<file path="src/rtl/dks_pkg.sv">
// ---------------------------------------------------------------------------
// Depth key sorter package
// Transaction types, queue entry type and sizing constants.
// ---------------------------------------------------------------------------
package dks_pkg;

    localparam int KEY_BITS     = 32;
    localparam int HANDLE_BITS  = 16;
    localparam int CAPACITY_DEF = 64;
    localparam int QUEUE_DEPTH  = 4;

    typedef struct packed {
        logic signed [KEY_BITS-1:0]    depth_key;
        logic        [HANDLE_BITS-1:0] object_handle;
        logic                          last_item;
    } dks_item_t;

    typedef struct packed {
        logic signed [KEY_BITS-1:0]    sorted_key;
        logic        [HANDLE_BITS-1:0] sorted_handle;
        logic                          run_end;
        logic                          overflowed;
    } dks_result_t;

    // classified transaction handed from front to back
    typedef struct packed {
        logic signed [KEY_BITS-1:0]    key;
        logic        [HANDLE_BITS-1:0] handle;
        logic                          keep;
        logic                          last;
        logic                          ovf;
    } dks_entry_t;

endpackage

</file>
<file path="src/rtl/dks_fifo.sv">
// ---------------------------------------------------------------------------
// Depth key sorter queue
// Short first-in first-out buffer between front end and sorting chain.
// ---------------------------------------------------------------------------
module dks_fifo (
    input  logic                clk,
    input  logic                rst_n,
    input  logic                push,
    input  dks_pkg::dks_entry_t wr_data,
    input  logic                pop,
    output dks_pkg::dks_entry_t rd_data,
    output logic                full,
    output logic                empty
);
    import dks_pkg::*;

    localparam int PTR_W = $clog2(QUEUE_DEPTH);
    localparam int LVL_W = $clog2(QUEUE_DEPTH + 1);

    dks_entry_t       mem_reg [QUEUE_DEPTH];
    logic [PTR_W-1:0] wr_ptr_reg;
    logic [PTR_W-1:0] wr_ptr_next;
    logic [PTR_W-1:0] rd_ptr_reg;
    logic [PTR_W-1:0] rd_ptr_next;
    logic [LVL_W-1:0] level_reg;
    logic [LVL_W-1:0] level_next;
    logic             do_push;
    logic             do_pop;

    assign full    = (level_reg == LVL_W'(QUEUE_DEPTH));
    assign empty   = (level_reg == '0);
    assign do_push = push && !full;
    assign do_pop  = pop && !empty;
    assign rd_data = mem_reg[rd_ptr_reg];

    always_comb
    begin
        wr_ptr_next = wr_ptr_reg;
        rd_ptr_next = rd_ptr_reg;
        level_next  = level_reg;
        if (do_push)
        begin
            wr_ptr_next = (wr_ptr_reg == PTR_W'(QUEUE_DEPTH - 1)) ? '0
                                                                 : wr_ptr_reg + PTR_W'(1);
        end
        if (do_pop)
        begin
            rd_ptr_next = (rd_ptr_reg == PTR_W'(QUEUE_DEPTH - 1)) ? '0
                                                                 : rd_ptr_reg + PTR_W'(1);
        end
        if (do_push && !do_pop)
        begin
            level_next = level_reg + LVL_W'(1);
        end
        else if (do_pop && !do_push)
        begin
            level_next = level_reg - LVL_W'(1);
        end
    end

    always_ff @(posedge clk)
    begin
        if (do_push)
        begin
            mem_reg[wr_ptr_reg] <= wr_data;
        end
    end

    always_ff @(posedge clk or negedge rst_n)
    begin
        if (!rst_n)
        begin
            wr_ptr_reg <= '0;
            rd_ptr_reg <= '0;
            level_reg  <= '0;
        end
        else
        begin
            wr_ptr_reg <= wr_ptr_next;
            rd_ptr_reg <= rd_ptr_next;
            level_reg  <= level_next;
        end
    end

endmodule

</file>
<file path="config.mk">
export PLATFORM = sky130hd
export DESIGN_NAME = dks_fifo
export DESIGN_NICKNAME = d
export VERILOG_FILES = /design/src/rtl/dks_pkg.sv /design/src/rtl/dks_fifo.sv
export SDC_FILE = /design/constraint.sdc
export NUM_CORES = 1
export LEC_CHECK = 0
export BUFFER_PORTS_ARGS = -buffer_cell sky130_fd_sc_hd__buf_2
export CAP_MARGIN = 15
export CORE_AREA = 2 2 180 94
export DETAILED_ROUTE_END_ITERATION = 7
export DIE_AREA = 0 0 182 96
export PLACE_DENSITY = 0.74
export RECOVER_POWER = 50
export SKIP_CTS_REPAIR_TIMING = 1
export SYNTH_ARGS = -nofsm -noshare
export SYNTH_HDL_FRONTEND = slang
export SYNTH_SLANG_ARGS = --single-unit
</file>
<file path="constraint.sdc">
create_clock -name clk -period 2.84 [get_ports clk]
set_input_delay 0.142 -clock clk [delete_from_list [all_inputs] [get_ports clk]]
set_output_delay 0.142 -clock clk [all_outputs]
set_load 0.01 [all_outputs]
</file>
==> impl_metrics.prom <==
# TYPE chip_impl_metric gauge
chip_impl_metric{name="htreeDepth",unit=""} 1
chip_impl_metric{name="final_design_area_no_fill",unit="sq um"} 9690
chip_impl_metric{name="cell_internal_pwr",unit="mW"} 6.96
chip_impl_metric{name="nFillCells",unit=""} 1144
chip_impl_metric{name="tightest_slew",unit="ns"} 0.693
chip_impl_metric{name="worst_skew_pair.late_latency",unit="ns"} 0.47
chip_impl_info{name="cts.root.buffer_cell",value="sky130_fd_sc_hd__clkbuf_16"} 1
chip_impl_metric{name="asyncSetResetFlopFracSynth",unit="%"} 3.32
chip_impl_metric{name="seq_power_share",unit="%"} 45.9
chip_impl_metric{name="timing.slew.headroom",unit="%"} 53.8
chip_impl_metric{name="synth_top_area_share",unit="%"} 78.5
chip_impl_metric{name="synth_enable_flop_cells",unit=""} 204
chip_impl_metric{name="vias_per_cell",unit=""} 5.25
chip_impl_metric{name="via_count_of_the_first_global_routing_pass",unit=""} 3709
chip_impl_info{name="most_numerous_cell_in_the_yosys_netlist",value="sky130_fd_sc_hd__edfxtp_1"} 1
chip_impl_info{name="synth_top_area_cell",value="sky130_fd_sc_hd__edfxtp_1"} 1
chip_impl_metric{name="core-area",unit="sq um"} 15900
chip_impl_metric{name="die_w",unit="microns"} 182
chip_impl_info{name="type_of_the_worst_setup_path",value="reg2out"} 1
chip_impl_info{name="ys_top_cells_by_count",value="sky130_fd_sc_hd__edfxtp_1 (204), sky130_fd_sc_hd__mux4_2 (51), sky130_fd_sc_hd__dfrtp_1 (7)"} 1
chip_impl_info{name="cts_tree",value="yes"} 1
chip_impl_metric{name="mappedNetlistNets",unit=""} 366
chip_impl_metric{name="power.combinational.fraction",unit="%"} 28.3
chip_impl_metric{name="setup-tns-final",unit="ns"} 0
chip_impl_metric{name="power.share.clock",unit="%"} 25.8
chip_impl_metric{name="final_critical_path_setup_slack",unit="ns"} 0.499
chip_impl_metric{name="layout.nets",unit=""} 546
chip_impl_metric{name="detailedPlace.worstSlack",unit="ns"} 0.554
chip_impl_metric{name="cts_buffers",unit=""} 19
chip_impl_metric{name="final_cell_count_no_fill",unit=""} 703
chip_impl_metric{name="boundaryPins",unit=""} 108
chip_impl_metric{name="grt_use_total",unit="%"} 16.3
chip_impl_info{name="ys.flop_type",value="sky130_fd_sc_hd__edfxtp_1"} 1
chip_impl_metric{name="grt-ovfl-total",unit=""} 0
chip_impl_metric{name="post_route_cells_drive_above_1_share",unit="%"} 31.0
chip_impl_info{name="cp-start-kind",value="flip-flop"} 1
chip_impl_metric{name="wl_per_cell",unit="microns"} 20.1
chip_impl_metric{name="final_hold_vios",unit=""} 0
chip_impl_metric{name="maximum_number_of_pins_on_one_net_before_global_route_repair",unit=""} 29
chip_impl_metric{name="fp.dieArea",unit="sq um"} 17500
chip_impl_metric{name="grt_antenna_before_repair",unit=""} 0
chip_impl_metric{name="timing.max_cap.violations",unit=""} 0
chip_impl_metric{name="timing.critical_path.required",unit="ns"} 2.70
chip_impl_metric{name="routabilityCongestion",unit=""} 0.734
chip_impl_metric{name="mappedNetlistArea",unit="sq um"} 7800
chip_impl_metric{name="area_growth_synth_to_finish",unit="%"} 24.2
chip_impl_metric{name="power_per_cell_area",unit="nW/um^2"} 1000
chip_impl_metric{name="final.min_clock_period",unit="ns"} 2.34
chip_impl_info{name="worst_hold_path_type",value="in2reg"} 1
chip_impl_metric{name="fmaxAchievable",unit="MHz"} 427
chip_impl_metric{name="p_leak",unit="nW"} 3.26
chip_impl_metric{name="clk_transition_reported_paths",unit="ns"} 0.06
chip_impl_metric{name="largest_register_ffs",unit=""} 204
chip_impl_metric{name="placedCellCount",unit=""} 621
chip_impl_metric{name="vdd.ir_drop.worst",unit="mV"} 0.497
chip_impl_metric{name="max-clock-path-buffers",unit=""} 3
chip_impl_metric{name="post_synth_num_cell_types",unit=""} 21
chip_impl_metric{name="global_route_wire_length_before_repair",unit="mm"} 21.1
chip_impl_metric{name="insertedDiodeCount",unit=""} 0
chip_impl_metric{name="synthesis.yosys.warnings",unit=""} 0
chip_impl_metric{name="final_antenna_net_count",unit=""} 0
chip_impl_metric{name="arrival",unit="ns"} 2.20
chip_impl_metric{name="place_area",unit="sq um"} 8650
chip_impl_metric{name="vias",unit=""} 3694
chip_impl_metric{name="post_synth.cell_area_avg",unit="sq um"} 25.7
chip_impl_metric{name="dr.first_iter.drc_count",unit=""} 276
chip_impl_metric{name="seq_area_frac_synth",unit="%"} 80.8
chip_impl_info{name="outcome",value="finished, final reports clean"} 1
chip_impl_metric{name="final-max-slew-violation-count",unit=""} 0
chip_impl_metric{name="switching_share",unit="%"} 28.2
chip_impl_metric{name="drtPass1Iterations",unit=""} 4
chip_impl_metric{name="timing.critical_path.fanout_max",unit=""} 25
chip_impl_metric{name="wl",unit="mm"} 14.1
chip_impl_metric{name="initial_utilization",unit="%"} 49.0
chip_impl_metric{name="syn-instance-count",unit=""} 304
chip_impl_metric{name="setup_viol",unit=""} 0
chip_impl_metric{name="number_of_rows_in_the_core_area",unit=""} 33
chip_impl_metric{name="post-route-period-util",unit="%"} 82.4
chip_impl_metric{name="io_buffers",unit=""} 107
chip_impl_metric{name="die_height",unit="microns"} 96
chip_impl_info{name="endpoint_kind",value="primary output"} 1
chip_impl_metric{name="detailedPlacementHpwl",unit="mm"} 8.46
chip_impl_metric{name="power_total",unit="mW"} 9.70
chip_impl_metric{name="cts.sink_count",unit=""} 211
chip_impl_info{name="rsz0062_at_grt",value="no"} 1
chip_impl_metric{name="power_switching",unit="mW"} 2.73
chip_impl_metric{name="synth_seq_cells",unit=""} 211
chip_impl_metric{name="post-route-drc-count",unit=""} 0
chip_impl_metric{name="clock_skew",unit="ns"} 0.00904
chip_impl_info{name="synthTopCellsByArea",value="sky130_fd_sc_hd__edfxtp_1 (79%), sky130_fd_sc_hd__mux4_2 (15%), sky130_fd_sc_hd__dfrtp_1 (2.2%), sky130_fd_sc_hd__ha_1 (0.96%), sky130_fd_sc_hd__buf_2 (0.38%)"} 1
kinds of logic (layout without fill, tap and decap cells):
| kind of cell | after synthesis | count (layout) | synth area share (%) |
|---|---|---|---|
| compound gates | 2 | 2 | 0.257 |
| buf+inv | 16 | 205 | 1.25 |
| xor+xnor | 3 | 3 | 0.337 |
| simple gates | 10 | 10 | 0.786 |
| flops | 211 | 211 | 80.8 |
| fa+ha+maj | 7 | 7 | 1.22 |
| mux | 55 | 55 | 15.4 |
path summary, 6_finish.rpt:
kind | startpoint | to | slack, ns | depth (start not counted)
worst max-delay path | rd_ptr_reg[0] | rd_data[8] | 0.50 | 3
worst min-delay path | pop | rd_ptr_reg[0] | 0.04 | 3
worst max register to register | level_reg[2] | level_reg[2] | 0.55 | 8
worst min register to register | wr_ptr_reg[1] | wr_ptr_reg[1] | 0.56 | 1
max in group asynchronous | rst_n | rd_ptr_reg[0] | 2.39 | 2
min in group asynchronous | rst_n | level_reg[2] | 0.12 | 2
cell usage in the layout (no fill, tap or decap), drive strengths merged:
| cell | Yosys | final |
|---|---|---|
| ha | 6 | 6 |
| nor2b | 1 | 1 |
| clkbuf | 1 | 76 |
| nor3b | 1 | 1 |
| buf | 12 | 66 |
| mux2 | 4 | 4 |
| mux4 | 51 | 51 |
| fa | 1 | 1 |
| o31ai | 1 | 1 |
| and2 | 4 | 4 |
| bufinv | 0 | 3 |
| inv | 3 | 3 |
| clkinv | 0 | 5 |
| xor2 | 2 | 2 |
| nor3 | 2 | 2 |
| edfxtp | 204 | 204 |
| a21o | 1 | 1 |
| dlygate4sd3 | 0 | 52 |
| dfrtp | 7 | 7 |
| xnor2 | 1 | 1 |
| nor2 | 2 | 2 |
layer usage:
metal  vias to the layer above  track usage, %  wire length (microns)
li1                       1644               -                      -
met1                      1926            21.9                   6290
met2                       109            27.4                   6820
met3                        15            4.73                    861
met4                         0            2.96                    130
met5                         -               0                      0
layout make-up:
cell class	count	area (sq um)	share of cell area [%]
Sequential cell	211	6310	65.1
Multi-Input combinational cell	77	1400	14.4
Timing Repair Buffer	172	1110	11.5
Clock buffer	22	487	5.02
Tap cell	210	263	2.71
Clock inverter	8	114	1.18
Inverter	3	11.3	0.116
stage by stage:
step           hold WS (ns)  util (%)
6_report             0.0379      60.8
4_1_cts              -0.516      58.0
5_1_grt              0.0543      60.8
2_1_floorplan        -0.154         -
3_5_place_dp        -0.0114      54.3
3_3_place_gp        -0.0220      54.3
power groups by stage:
stage	logic, mW	clock network (mW)	registers (mW)
6_report	2.74	2.50	4.45
2_1_floorplan	1.90	0	4.32
3_3_place_gp	2.72	0	4.50
3_5_place_dp	2.77	0	4.55
4_1_cts	2.78	2.57	4.48
5_1_grt	2.97	2.71	4.53
critical path, stage by stage, from the launching register on:
cell and delay (ns):
sky130_fd_sc_hd__dfrtp_4 0.74, sky130_fd_sc_hd__buf_4 0.29, sky130_fd_sc_hd__mux4_2 0.53, sky130_fd_sc_hd__buf_2 0.16
Note: power is estimated with default switching activity, not from simulation.
