`src/rtl/dks_pkg.sv`:
```
// ---------------------------------------------------------------------------
// Depth key sorter package
// Transaction types, queue entry type and sizing constants.
// ---------------------------------------------------------------------------
package dks_pkg;

    localparam int KEY_BITS     = 32;
    localparam int HANDLE_BITS  = 16;
    localparam int CAPACITY_DEF = 64;
    localparam int QUEUE_DEPTH  = 4;

    typedef struct packed {
        logic signed [KEY_BITS-1:0]    depth_key;
        logic        [HANDLE_BITS-1:0] object_handle;
        logic                          last_item;
    } dks_item_t;

    typedef struct packed {
        logic signed [KEY_BITS-1:0]    sorted_key;
        logic        [HANDLE_BITS-1:0] sorted_handle;
        logic                          run_end;
        logic                          overflowed;
    } dks_result_t;

    // classified transaction handed from front to back
    typedef struct packed {
        logic signed [KEY_BITS-1:0]    key;
        logic        [HANDLE_BITS-1:0] handle;
        logic                          keep;
        logic                          last;
        logic                          ovf;
    } dks_entry_t;

endpackage

```
`src/rtl/dks_front.sv`:
```
// ---------------------------------------------------------------------------
// Depth key sorter front end
// Accepts transactions, counts the list, marks items to keep or drop.
// ---------------------------------------------------------------------------
module dks_front #(
    parameter int CAPACITY = dks_pkg::CAPACITY_DEF
) (
    input  logic                clk,
    input  logic                rst_n,
    input  logic                start,
    input  dks_pkg::dks_item_t  item,
    input  logic                full,
    output logic                push,
    output dks_pkg::dks_entry_t entry
);
    import dks_pkg::*;

    localparam int CNT_W = $clog2(CAPACITY + 1);

    logic [CNT_W-1:0] count_reg;
    logic [CNT_W-1:0] count_next;
    logic             ovf_reg;
    logic             ovf_next;
    logic             keep;

    assign push = start && !full;
    assign keep = (count_reg < CNT_W'(CAPACITY));

    always_comb
    begin
        entry.key    = item.depth_key;
        entry.handle = item.object_handle;
        entry.keep   = keep;
        entry.last   = item.last_item;
        entry.ovf    = ovf_reg || !keep;
    end

    always_comb
    begin
        count_next = count_reg;
        ovf_next   = ovf_reg;
        if (push)
        begin
            if (item.last_item)
            begin
                count_next = '0;
                ovf_next   = 1'b0;
            end
            else if (keep)
            begin
                count_next = count_reg + CNT_W'(1);
            end
            else
            begin
                ovf_next = 1'b1;
            end
        end
    end

    always_ff @(posedge clk or negedge rst_n)
    begin
        if (!rst_n)
        begin
            count_reg <= '0;
            ovf_reg   <= 1'b0;
        end
        else
        begin
            count_reg <= count_next;
            ovf_reg   <= ovf_next;
        end
    end

endmodule

```
`config.mk`:
```
export PLATFORM = sky130hd
export DESIGN_NAME = dks_front
export DESIGN_NICKNAME = d
export VERILOG_FILES = /design/src/rtl/dks_pkg.sv /design/src/rtl/dks_front.sv
export SDC_FILE = /design/constraint.sdc
export NUM_CORES = 1
export LEC_CHECK = 0
export ABC_AREA = 1
export BUFFER_PORTS_ARGS = -buffer_cell sky130_fd_sc_hd__buf_2
export CORE_AREA = 2 2 53 55
export CTS_BUF_LIST = sky130_fd_sc_hd__clkbuf_16
export DETAILED_ROUTE_END_ITERATION = 6
export DIE_AREA = 0 0 55 57
export PLACE_DENSITY_LB_ADDON = 0.15
export SYNTH_ARGS = -nofsm -noshare
export SYNTH_HDL_FRONTEND = slang
export SYNTH_SLANG_ARGS = --single-unit
```
`constraint.sdc`:
```
create_clock -name clk -period 1.7 [get_ports clk]
set_input_delay 0.17 -clock clk [delete_from_list [all_inputs] [get_ports clk]]
set_output_delay 0.17 -clock clk [all_outputs]
set_load 0.01 [all_outputs]
```
==> out/qor.yml, run 1 <==
clocking:
  h-tree-depth: 1
  clockRootBuffer: "clkbuf_16"
  clockBufferDepth: 2
  cts-buffers-inserted: 3
  clk_latency_ns: 0.24
  cts_tree: "yes"
  cts.sinks: 8
  path_clk_slew_ns: 0.04
synth:
  syn_nets: 163
  synth_area_leaders: "buf_4 (45%), dfrtp_1 (24%), nand2_1 (7.7%), inv_1 (4.1%), nand3_1 (2.4%)"
  ys_seq_area_frac: 0.242
  syn-instance-count: 109
  ys_seq_elements: 8
  synth_top_area_share: 0.454
  synth_area_per_cell_um2: 7.59
  syn_area_um2: 827
  ys_types: 17
  yosysWarnings: 0
  synth_top_cell_by_area: "buf_4"
power:
  peakVddDrop_mv: 0.454
  cellLeakagePower_nw: 0.296
  power.density_mw_per_mm2: 1130
sta:
  hold_slack_ns: 0.246
  max_freq_ghz: 0.866
  final-max-slew-violation-count: 0
  fin_tns_setup_ns: 0
  worst_clock_skew_ns: 0.00382
  rsz0062_at_grt: "no"
  finalCritPeriodShare: 0.680
  period_minus_slack_ns: 1.16
  tightestPinTransition_ns: 0.317
  slew_headroom: 0.787
  finalSetupViolCount: 0
  hold_viol_final: 0
route:
  drtIter0Drc: 9
  dr.pass1.iters: 4
  routed_via_density: 4.50
  wl_um: 1300
  vias: 459
  wire_per_inst_um: 12.7
  ant_nets: 0
  drc: 0
floorplanning:
  fp.dieH_um: 57
  start_util: 0.316
  die_w_um: 55
  fp.coreArea_mm2: 0.00262
  io_pins: 105
  die-area_mm2: 0.00314
  rows: 19
critical_path:
  cpMostUsedCell: "nand2_1"
  critPathCaptureType: "flop"
  crit_buf_inv: 1
  cp.required_ns: 1.81
  cp_top_family: "flip-flops"
  cp_max_fo: 6
  crit_path_start_kind: "flop"
  worstPathCellList: "ha_1 -> nand2_1 -> inv_1 -> nand2_1 -> nand2_1 -> nand3_1 -> o21ai_1"
  critPathKind: "flop to flop"
  critical_path.max_stage_delay_ns: 0.42
  crit_arrival_ns: 1.26
  slowest_stage: "dfrtp_1"
grt:
  grt_pass1_vias: 463
  grt.total_usage: 0.0937
  grt_max_degree: 9
  antenna_found_initial: 0
  gr-total-overflow: 0
  grt_pass1_wl_um: 2010
cells_and_area:
  largest_reg_flops: 7
  antennaDiodeCount: 0
  drive_above_1_share: 0.239
  nets: 127
  synthToLayoutAreaGrowth_pct: -25.6
worst_hold_path:
  hold_class: "primary input to flop"
place:
  hpwl_um: 1020
  port_buffers: 8
  gp_congestion: 0.713
status:
  status: "finished clean"
flow_run:
  cap_violations: 0
path summary, 6_finish.rpt:
check,startpoint,endpoint,slack [ns],cells past startpoint
max in group asynchronous,rst_n,count_reg[3],1.21,2
worst max-delay path,count_reg[0],count_reg[4],0.54,7
worst max register to register,count_reg[0],count_reg[4],0.54,7
worst min-delay path,full,ovf_reg,0.25,4
min in group asynchronous,rst_n,count_reg[5],0.32,2
worst min register to register,ovf_reg,ovf_reg,0.53,2
layout by cell type, fill, tap and decap left out, drive strengths merged:
master	Yosys	routed
nand2	17	17
inv	11	11
dfrtp	8	8
buf	50	8
nor2	6	6
nand3	4	4
o21ai	4	4
a21oi	3	3
clkbuf	0	3
nand4	2	2
nor3	1	1
a22o	1	1
o22ai	1	1
ha	1	1
dlygate4sd3	0	1
layout make-up:
cell class	instances	area, µm²
sequential	8	200
tap	31	38.8
timing repair buffer	9	50.0
inverter	11	41.3
fill	301	2000
multi-input combinational	40	210
clock buffer	3	75.1
synth_stat cells:
| master | count |
|---|---|
| o21ai_4 | 1 |
| inv_2 | 2 |
| a22o_1 | 1 |
| o22ai_1 | 1 |
| nor2_4 | 1 |
| nand2_1 | 17 |
| a21oi_1 | 3 |
| nor3_1 | 1 |
| nand4_1 | 2 |
| o21ai_1 | 3 |
| ha_1 | 1 |
| buf_4 | 50 |
| inv_1 | 9 |
| dfrtp_1 | 8 |
| nor2_2 | 2 |
| nor2_1 | 3 |
| nand3_1 | 4 |
worst register-to-register path: stages, from the launching register on:
cell and delay [ns]:
dfrtp_1 0.42, ha_1 0.23, nand2_1 0.08, inv_1 0.07, nand2_1 0.06, nand2_1 0.05
nand3_1 0.06, o21ai_1 0.06
through the flow:
step	total power [W]	std cells	util	setup slack, ns	area [µm²]
finish	0.000694	102	0.235	0.545	616
global route	0.000730	102	0.235	0.405	616
CTS	0.000710	102	0.235	0.547	616
detailed placement	0.000294	98	0.203	0.570	531
global placement	0.000295	98	0.203	0.585	531
floorplan	0.000386	109	-	0.636	827
metal layers:
layer	global-route usage	vias up	routed length [µm]	part of all wire
met2	0.128	38	560	0.43
li1	-	214	-	-
met1	0.0902	192	484	0.37
met3	0.0576	15	178	0.14
met4	0.0976	0	74	0.057
met5	0	-	0	0
power by group:
group / internal, W / switching [W]
Combinational: 0.0000278 / 0.0000352
Sequential: 0.000209 / 0.0000193
Clock: 0.000304 / 0.0000984
Total: 0.000541 / 0.000153
kinds of logic (layout without fill, tap and decap cells):
family	count (synthesis)	in the layout	synth area share
AO/OA/AOI/OAI	9	9	0.0741
adder cells (fa/ha/maj)	1	1	0.0151
buffers and inverters	61	23	0.504
flip-flops	8	8	0.242
AND/OR/NAND/NOR	30	30	0.165
repair_timing:
| item | 4_1_cts | 5_1_grt |
|---|---|---|
| gates resized for setup | 0 | 0 |
| hold buffers | 1 | 0 |
| endpoints found under the hold margin | 8 | 0 |
| buffers inserted | 0 | 0 |
No activity file was read; power rests on OpenSTA's default activity.
==> run 2, diff against run 1 <==
ABC_AREA = 0   (was 1)
CORE_AREA = 2 2 55 57   (was 2 2 53 55)
DIE_AREA = 0 0 57 59   (was 0 0 55 57)
clock period = 1.1 ns   (was 1.7 ns; I/O delays follow)
==> out/qor.yml, run 2 <==
status:
  status: "finished, violations left"
  violations: "setup timing"
critical_path:
  cp.required_ns: 0.99
  crit_arrival_ns: 1.09
  worstPathCellList: "buf_6 -> or2_4 -> buf_6"
  crit_path_start_kind: "flop"
  ff2ff_setup_slack_ns: -0.08
  critical_path.max_stage_delay_ns: 0.38
  timing.rr.end: "count_reg[5]"
  cpMostUsedCell: "buf_6"
  critPathKind: "flop to output port"
  cp_max_fo: 5
  critPathCaptureType: "output port"
  r2r-start: "count_reg[6]"
  slowest_stage: "dfrtp_1"
  reg2reg_depth: 3
sta:
  worst_slack_ns: -0.103
  period_minus_slack_ns: 1.20
  hold_slack_ns: 0.192
  finalCritPeriodShare: 1.09
  rsz0062_at_grt: "yes"
  slew_headroom: 0.859
  hold_viol_final: 0
  max_freq_ghz: 0.831
  worst_clock_skew_ns: 0.00221
  final-max-slew-violation-count: 0
  tightestPinTransition_ns: 0.211
  finalSetupViolCount: 6
synth:
  syn-instance-count: 98
  syn_area_um2: 858
  ys_seq_area_frac: 0.233
  synth_most_common_cell: "buf_4"
  synthFlopType: "dfrtp_1"
  async_flop_share: 1.00
  yosysWarnings: 0
  synth_top_cell_by_area: "buf_4"
  synth_area_per_cell_um2: 8.76
  ys_types: 28
  netlist_top_cells_count: "buf_4 (50), dfrtp_1 (8), nand2_1 (4)"
  synth_area_leaders: "buf_4 (44%), dfrtp_1 (23%), nand4b_4 (2.8%), buf_6 (2.6%), a221o_1 (2.3%)"
  synth-edff-count: 0
  ys_seq_elements: 8
  synth_top_area_share: 0.437
  syn_nets: 152
grt:
  grt_pass1_wl_um: 2660
  grt_pass1_vias: 533
  grt_max_degree: 10
  grt.total_usage: 0.107
  antenna_found_initial: 0
  gr-total-overflow: 0
worst_hold_path:
  min_from: "item[0]"
  hold_class: "primary input to flop"
  hold_end: "count_reg[0]"
  min_path_cells: 2
clocking:
  clk_latency_ns: 0.23
  clockBufferDepth: 2
  path_clk_slew_ns: 0.04
  cts-buffers-inserted: 3
  cts_tree: "yes"
  clockRootBuffer: "clkbuf_16"
  cts.sinks: 8
  h-tree-depth: 1
floorplanning:
  io_pins: 105
  rows: 19
  fp.dieH_um: 59
  fp.coreArea_mm2: 0.00271
  die-area_mm2: 0.00336
  die_w_um: 57
  start_util: 0.317
place:
  hpwl_um: 1180
  port_buffers: 8
  place_ws_ns: -0.125
  gp_congestion: 0.686
  place_inst: 97
  place_area_um2: 633
cells_and_area:
  nets: 130
  drive_above_1_share: 0.581
  postLayoutCellArea_um2: 846
  largest_reg_flops: 7
  layout_common_cells: "buf_4 (10), buf_6 (9), dfrtp_1 (6), buf_2 (6), nand2_1 (4)"
  final_common_cell: "buf_4"
  postLayoutCoreUtil: 0.312
  antennaDiodeCount: 0
  synthToLayoutAreaGrowth_pct: -1.46
  instances_no_fill: 105
flow_run:
  cap_violations: 0
route:
  drc: 0
  drtIter0Drc: 15
  dr.pass1.iters: 2
  wire_per_inst_um: 15.4
  routed_via_density: 4.95
  vias: 520
  ant_nets: 0
  wl_um: 1620
power:
  peakVddDrop_mv: 0.909
  power.density_mw_per_mm2: 1670
  cellLeakagePower_nw: 0.374
-- run 2: cell types whose count changed after synthesis, sizes merged, moves of 2 or more --
cell	before	now
nand2	17	4
inv	11	3
nor2	6	2
nor2b	0	3
a221o	0	2
buf	50	52
nand3	4	2
nand4	2	0
nand4b	0	2
nor4	0	2
-- run 2: through the flow --
stage               TNS, ns  total power, W
floorplan            -0.357        0.000735
global placement     -0.398        0.000716
detailed placement   -0.547        0.000712
CTS                  -0.513         0.00140
global route         -0.663         0.00149
finish               -0.313         0.00141
-- run 2: worst max-delay path by stage --
stage / start / endpoint / slack [ns] / depth (start not counted)
2_1_floorplan: count_reg[6] / count_reg[5] / -0.15 / 4
4_1_cts: count_reg[6] / entry[0] / -0.10 / 3
6_report: count_reg[6] / entry[0] / -0.10 / 3
3_5_place_dp: count_reg[0] / count_reg[6] / -0.13 / 4
3_3_place_gp: count_reg[1] / count_reg[6] / -0.11 / 4
5_1_grt: count_reg[6] / count_reg[5] / -0.14 / 3
-- run 2: area by class of cell --
class | count | area (µm²)
fillers | 297 | 1860
multi-input cells | 34 | 299
repair buffers | 26 | 216
flip-flops and latches | 8 | 203
clock buffers | 3 | 75.1
well taps | 31 | 38.8
inverters | 3 | 13.8
-- run 2: critical path: cells and delay by family, from the launching register on --
| kind | cells | cell delay, ns |
|---|---|---|
| flops | 1 | 0.38 |
| buf+inv | 2 | 0.26 |
| simple gates | 1 | 0.22 |
-- run 2: cell families after synthesis --
| family | count (synthesis) | synth area share |
|---|---|---|
| compound gates | 12 | 0.0962 |
| fa+ha+maj | 1 | 0.0146 |
| buf+inv | 56 | 0.481 |
| flops | 8 | 0.233 |
| mux | 1 | 0.0117 |
| simple gates | 20 | 0.163 |
-- run 2: repair_timing --
item,4_1_cts,5_1_grt
gates resized for setup,12,12
setup endpoints to repair,8,9
pin swaps,6,3
hold buffers,1,0
hold endpoints to repair,8,0
buffers inserted,3,1
-- run 2: layer usage --
layer,vias to the layer above,wire (µm),track usage,share of wire
li1,230,-,-,-
met1,244,584,0.113,0.36
met2,28,798,0.164,0.49
met3,18,179,0.0524,0.11
met4,0,53,0.0831,0.033
met5,-,0,0,0
-- run 2: power by group --
group | switching (W) | leakage [nW] | internal (W)
clock | 0.000146 | 0.0370 | 0.000469
combinational | 0.000157 | 0.243 | 0.000225
sequential | 0.0000621 | 0.0945 | 0.000352
